==> config.mk <==
export PLATFORM = sky130hd
export DESIGN_NAME = local_maxima_counter_unit
export DESIGN_NICKNAME = d
export VERILOG_FILES = /design/src/lmc_pkg.sv /design/src/local_maxima_counter_unit.sv /design/src/lmc_step.sv
export VERILOG_INCLUDE_DIRS = /design/src /design/src/src
export SDC_FILE = /design/constraint.sdc
export NUM_CORES = 1
export LEC_CHECK = 0
export BUFFER_PORTS_ARGS = -buffer_cell sky130_fd_sc_hd__buf_2
export CORE_ASPECT_RATIO = 0.5
export CORE_MARGIN = 10
export CORE_UTILIZATION = 57
export CTS_CLUSTER_DIAMETER = 80
export DETAILED_ROUTE_END_ITERATION = 10
export PLACE_DENSITY_LB_ADDON = 0.2
export SYNTH_ARGS = -nofsm -noshare
export SYNTH_HDL_FRONTEND = slang
export SYNTH_HIERARCHICAL = 1
export SYNTH_SLANG_ARGS = --single-unit
==> constraint.sdc <==
create_clock -name i_clk -period 2.8 [get_ports i_clk]
set_clock_uncertainty 0.1 [all_clocks]
set_input_delay 0.28 -clock i_clk [delete_from_list [all_inputs] [get_ports i_clk]]
set_output_delay 0.28 -clock i_clk [all_outputs]
set_load 0.1 [all_outputs]
==> src/local_maxima_counter_unit_assert.svh <==
// ----------------------------------------------------------------------------
// local_maxima_counter_unit_assert.svh
// Assertion macros for the local maxima counter.
// ----------------------------------------------------------------------------
`ifndef LOCAL_MAXIMA_COUNTER_UNIT_ASSERT_SVH
`define LOCAL_MAXIMA_COUNTER_UNIT_ASSERT_SVH

// same-cycle implication, clocked on i_clk, off during reset
`define LMC_ASSERT_SAME(label, ante, cons, msg) \
    label: assert property (@(posedge i_clk) disable iff (!i_rst_n) \
        (ante) |-> (cons)) else $error(msg);

// next-cycle implication, clocked on i_clk, off during reset
`define LMC_ASSERT_NEXT(label, ante, cons, msg) \
    label: assert property (@(posedge i_clk) disable iff (!i_rst_n) \
        (ante) |=> (cons)) else $error(msg);

`endif

==> src/lmc_pkg.sv <==
// ----------------------------------------------------------------------------
// lmc_pkg
// Shared types and constants of the local maxima counter.
// ----------------------------------------------------------------------------
package lmc_pkg;

    localparam int SAMPLE_BITS = 16;

    typedef logic signed [SAMPLE_BITS-1:0] t_sample;

    // window tracking flags
    typedef struct packed {
        logic have_prev;
        logic cand_open;
    } t_flags;

endpackage

==> src/local_maxima_counter_unit.sv <==
// ----------------------------------------------------------------------------
// local_maxima_counter_unit
// Counts local maxima (plateau-aware) over windows of streamed samples.
// ----------------------------------------------------------------------------
// Input channel: i_valid / o_ready carry i_sample (signed 16 bit) and i_last.
// A transfer with i_last high closes the window; one result transfer on
// o_valid / i_ready then carries o_peak_count, saturating at 2^COUNT_BITS-1.
// Samples without i_last produce no result.
// A taken sample lands in the input register and is compared and counted
// from there; a window-closing sample's count then goes into the result
// register, which drives o_peak_count.
// Throughput: one sample per cycle but for the stall below; input and
// result registers decouple the sides, so samples flow while a result waits.
// A stalled result blocks the next window-closing sample, which holds in
// the input register with o_ready low until the result register frees up.
// Reset (synchronous, active low) empties both registers and clears the
// window state; the block is ready on the first cycle after reset.
// ----------------------------------------------------------------------------
module local_maxima_counter_unit #(
    parameter int COUNT_BITS = 12
) (
    input  logic                   i_clk,
    input  logic                   i_rst_n,
    input  logic                   i_valid,
    output logic                   o_ready,
    input  lmc_pkg::t_sample       i_sample,
    input  logic                   i_last,
    output logic                   o_valid,
    input  logic                   i_ready,
    output logic [COUNT_BITS-1:0]  o_peak_count
);

    logic                   r_in_valid;
    lmc_pkg::t_sample       r_in_sample;
    logic                   r_in_last;

    lmc_pkg::t_sample       r_prev;
    lmc_pkg::t_flags        r_flags;
    logic [COUNT_BITS-1:0]  r_count;

    logic                   r_out_valid;
    logic [COUNT_BITS-1:0]  r_out_count;

    lmc_pkg::t_flags        n_flags;
    logic [COUNT_BITS-1:0]  n_count;

    logic                   advance;

    // only a window-closing sample needs the result slot
    assign advance = r_in_valid && (!r_in_last || !r_out_valid || i_ready);
    assign o_ready = !r_in_valid || advance;

    lmc_step #(
        .COUNT_BITS (COUNT_BITS)
    ) u_step (
        .i_sample (r_in_sample),
        .i_prev   (r_prev),
        .i_flags  (r_flags),
        .i_count  (r_count),
        .o_flags  (n_flags),
        .o_count  (n_count)
    );

    always_ff @(posedge i_clk) begin
        if (!i_rst_n) begin
            r_in_valid <= 1'b0;
        end else if (o_ready) begin
            r_in_valid <= i_valid;
        end
        if (o_ready && i_valid) begin
            r_in_sample <= i_sample;
            r_in_last   <= i_last;
        end
    end

    always_ff @(posedge i_clk) begin
        if (!i_rst_n) begin
            r_prev  <= '0;
            r_flags <= '0;
            r_count <= '0;
        end else if (advance) begin
            if (r_in_last) begin
                r_prev  <= '0;
                r_flags <= '0;
                r_count <= '0;
            end else begin
                r_prev  <= r_in_sample;
                r_flags <= n_flags;
                r_count <= n_count;
            end
        end
    end

    always_ff @(posedge i_clk) begin
        if (!i_rst_n) begin
            r_out_valid <= 1'b0;
        end else if (advance && r_in_last) begin
            r_out_valid <= 1'b1;
        end else if (i_ready) begin
            r_out_valid <= 1'b0;
        end
        if (advance && r_in_last) begin
            r_out_count <= n_count;
        end
    end

    assign o_valid      = r_out_valid;
    assign o_peak_count = r_out_count;

`include "local_maxima_counter_unit_assert.svh"

    `LMC_ASSERT_NEXT(a_result_loaded, advance && r_in_last, r_out_valid, "result missing after window end")
    `LMC_ASSERT_NEXT(a_window_cleared, advance && r_in_last, !r_flags.have_prev && (r_count == '0), "window state not cleared")
    `LMC_ASSERT_NEXT(a_count_monotonic, advance && !r_in_last, r_count >= $past(r_count), "count decreased inside window")
    `LMC_ASSERT_SAME(a_cand_needs_prev, !r_flags.have_prev, !r_flags.cand_open, "candidate open without previous sample")

endmodule

==> src/lmc_step.sv <==
// ----------------------------------------------------------------------------
// lmc_step
// Per-sample peak tracking: compares a sample with its predecessor and
// returns the next flags and saturating peak count.
// ----------------------------------------------------------------------------
module lmc_step #(
    parameter int COUNT_BITS = 12
) (
    input  lmc_pkg::t_sample       i_sample,
    input  lmc_pkg::t_sample       i_prev,
    input  lmc_pkg::t_flags        i_flags,
    input  logic [COUNT_BITS-1:0]  i_count,
    output lmc_pkg::t_flags        o_flags,
    output logic [COUNT_BITS-1:0]  o_count
);

    localparam logic [COUNT_BITS-1:0] CountMax = {COUNT_BITS{1'b1}};

    logic rise;
    logic fall;

    assign rise = i_flags.have_prev && (i_sample > i_prev);
    assign fall = i_flags.have_prev && (i_sample < i_prev);

    always_comb begin
        o_flags.have_prev = 1'b1;
        o_flags.cand_open = i_flags.cand_open;
        o_count           = i_count;
        if (rise) begin
            o_flags.cand_open = 1'b1;
        end else if (fall) begin
            o_flags.cand_open = 1'b0;
            if (i_flags.cand_open && (i_count != CountMax)) begin
                o_count = i_count + {{(COUNT_BITS-1){1'b0}}, 1'b1};
            end
        end
    end

endmodule

==> impl_metrics.json <==
{
  "average_via_count_per_standard_cell": 5.301,
  "cts.root.buffer_cell": "sky130_fd_sc_hd__clkbuf_8",
  "num_io_pins": 35,
  "antenna_found_initial": 0,
  "insertion_delay_ns": 0.34,
  "clock_sinks": 61,
  "critical_path.n_buffers_inverters": 2,
  "synth_commonest_cells": "sky130_fd_sc_hd__dfxtp_1 (32), sky130_fd_sc_hd__a22o_1 (30), sky130_fd_sc_hd__edfxtp_1 (29)",
  "crit_path_frequent_cell": "sky130_fd_sc_hd__buf_4",
  "timing.critical_path.cells": "ha_1 > nand4_1 > buf_4 > o22ai_1 > nor4b_2 > a31oi_2 > buf_4 > nor4_2 > xor2_1 > a22o_1",
  "synthesis.area_per_instance_sq_um": 12.66,
  "timing.final.max_slew_violations": 0,
  "drc_errors": 0,
  "grt_pass1_wl_mm": 8.155,
  "synthCells": 215,
  "tritoncts": "built",
  "grt_pass1_vias": 1802,
  "ff2ff_setup_slack_ns": 0.13,
  "syn-num-nets": 253,
  "static-leakage-power_nw": 1.324,
  "yosysUniqueCellTypes": 37,
  "critical_path_required_ns": 2.92,
  "routed_wire_length_mm": 5.095,
  "nets": 309,
  "dpl.cell_count": 314,
  "rows": 17,
  "worstReg2RegStart": "r_in_sample[14]",
  "synth_edf_count": 29,
  "die_area_sq_um": 8106,
  "antenna_fix_cells": 0,
  "seq_area_frac_synth": 0.5554,
  "cts-buffers-inserted": 9,
  "path_max_fanout": 5,
  "crit_arrival_ns": 2.79,
  "outcome": "finished, final reports clean",
  "worstHoldPathType": "input port to register",
  "route.detailed.wl_per_inst_um": 14.90,
  "ys.flop_type": "sky130_fd_sc_hd__dfxtp_1",
  "globalplace.congestion": 0.8536,
  "critical_path.max_stage_delay_ns": 0.40,
  "die-height_um": 68.86,
  "synth.most_common_cell": "sky130_fd_sc_hd__dfxtp_1",
  "fin_cells": 342,
  "hold-worst-slack_ns": 0.02205,
  "max-clock-path-buffers": 2,
  "setup.worst_path.class": "register to register",
  "synth.top_cells.by_area": "sky130_fd_sc_hd__edfxtp_1 (32%), sky130_fd_sc_hd__dfxtp_1 (24%), sky130_fd_sc_hd__a22o_1 (9.7%)",
  "drt_pre_antenna_iters": 4,
  "timing.max_cap.violations": 0,
  "drive_gt1_frac": 0.2645,
  "chipWidth_um": 117.7,
  "dp_slack_ns": 0.09147,
  "area_growth_syn_to_layout_pct": 19.22,
  "synth-async-reset-ratio": 0,
  "ys_seq_elements": 61,
  "report.final.hold_viol_count": 0,
  "critical_path.slowest_cell": "sky130_fd_sc_hd__edfxtp_1",
  "drtIter0Drc": 71,
  "finalCriticalPeriod_ns": 2.667,
  "report.power.total_mw": 1.789,
  "finalSetupViolCount": 0,
  "critical_path.top_delay_family": "simple AND/OR/NAND/NOR gates",
  "setup.worst_path.start_class": "register",
  "worstSetupEndpointType": "register",
  "place.port_buffers": 34,
  "min_from": "i_last",
  "final.setup.worst_slack_ns": 0.1335,
  "number_of_cells_on_the_worst_hold_path": 1,
  "syn_area_sq_um": 2721,
  "r2r.worst_path.cells": 10,
  "yosys.area.top_type_share": 0.3200,
  "clock.fmax_ghz": 0.3750,
  "place_hpwl_mm": 3.418,
  "grt_max_degree": 31,
  "antenna_left": 0,
  "hold_path_end": "r_in_last",
  "cellPowerDensity_nw_per_um2": 551.5,
  "placeableCoreArea_sq_um": 4509,
  "htreeDepth": 3,
  "grt_usage": 0.1286,
  "synth-warning-count": 6,
  "grt_overflow_total": 0,
  "yosys.area.top_type": "sky130_fd_sc_hd__edfxtp_1",
  "clk_pin_slew_ns": 0.06,
  "power.ir.vdd_worst_mv": 0.4123,
  "post-route-period-util": 0.9523,
  "floorplan.initialDensity": 0.6035,
  "critical_path.reg2reg.endpoint": "r_count[5]",
  "route.vias.total": 1813
}
-- metal layers --
metal,global-route usage,wire (um)
met1,0.1360,2254
met2,0.2145,2457
met3,0.07287,354
met4,0.05657,29
met5,0,0
-- repair_timing --
item / CTS / global route
endpoints found under the setup margin: 0 / 10
hold endpoints to repair: 8 / 4
resized for setup: 0 / 2
setup buffers: 0 / 0
hold buffers: 8 / 4
-- flip-flops by register name (all words and copies together), names as in the netlist --
name and count:
o_peak_count 12, o_valid 1, r_in_valid 1, r_flags 2
r_count 12, r_prev 16, r_in_last 1, r_in_sample 16
-- through the flow --
step	TNS (ns)	instance area (sq um)	util
detailed placement	0	2947	0.6534
CTS	0	3189	0.7073
global route	-0.04201	3244	0.7195
global placement	0	2947	0.6534
finish	0	3244	0.7195
floorplan	0	2721	-
-- layout by cell type, fill, tap and decap left out, drive strengths merged, types with 2 or more instances in the layout --
cell         Yosys  final
clkinv           0      3
edfxtp          29     29
nor2             2      2
ha              17     17
clkbuf           0     13
buf              9     42
a31oi            2      2
xor2            11     11
inv             20     20
dfxtp           32     32
o22ai            2      2
a22o            30     30
nor4b            2      2
a21oi            9      9
nand2           12     12
nand4            4      4
nor3             5      5
o21ai            3      3
nand2b           2      2
nand3            6      6
nor4             8      8
dlygate4sd3      0     12
-- cell type report --
| cell class | count | area, sq um |
|---|---|---|
| well taps | 66 | 82.58 |
| flip-flops and latches | 61 | 1511 |
| inverters | 20 | 75.07 |
| multi-input cells | 125 | 1062 |
| repair buffers | 54 | 350.3 |
| fillers | 322 | 1265 |
| clock inverters | 3 | 13.76 |
| clock buffers | 13 | 148.9 |
-- logic make-up (layout without fill, tap and decap cells) --
kind of cell    Yosys count  count (layout)  share of synthesized area
compound gates           50              50                     0.1467
fa+ha+maj                17              17                    0.07816
xor+xnor                 11              11                    0.03540
buf+inv                  29              90                    0.06207
mux                       1               1                   0.004138
other cells               1               1                   0.001378
simple gates             45              45                     0.1168
flops                    61              61                     0.5554
-- where the power goes --
part / leakage (nW) / switching, mW / internal (mW) / total [mW]
logic: 0.689 / 0.0992 / 0.0684 / 0.168
registers: 0.550 / 0.0152 / 0.961 / 0.976
clock network: 0.0848 / 0.306 / 0.340 / 0.646
total: 1.32 / 0.421 / 1.37 / 1.79
-- how the worst max path moves through the flow --
| stage | from | end | cells past startpoint |
|---|---|---|---|
| 2_1_floorplan | o_valid | r_in_valid | 3 |
| 3_3_place_gp | r_in_sample[15] | r_count[6] | 9 |
| 3_5_place_dp | r_in_sample[15] | r_count[6] | 9 |
| 4_1_cts | r_in_sample[15] | r_count[6] | 9 |
| 5_1_grt | r_in_sample[13] | r_count[8] | 9 |
| 6_report | r_in_sample[14] | r_count[5] | 10 |
Note: power is estimated with default switching activity, not from simulation.
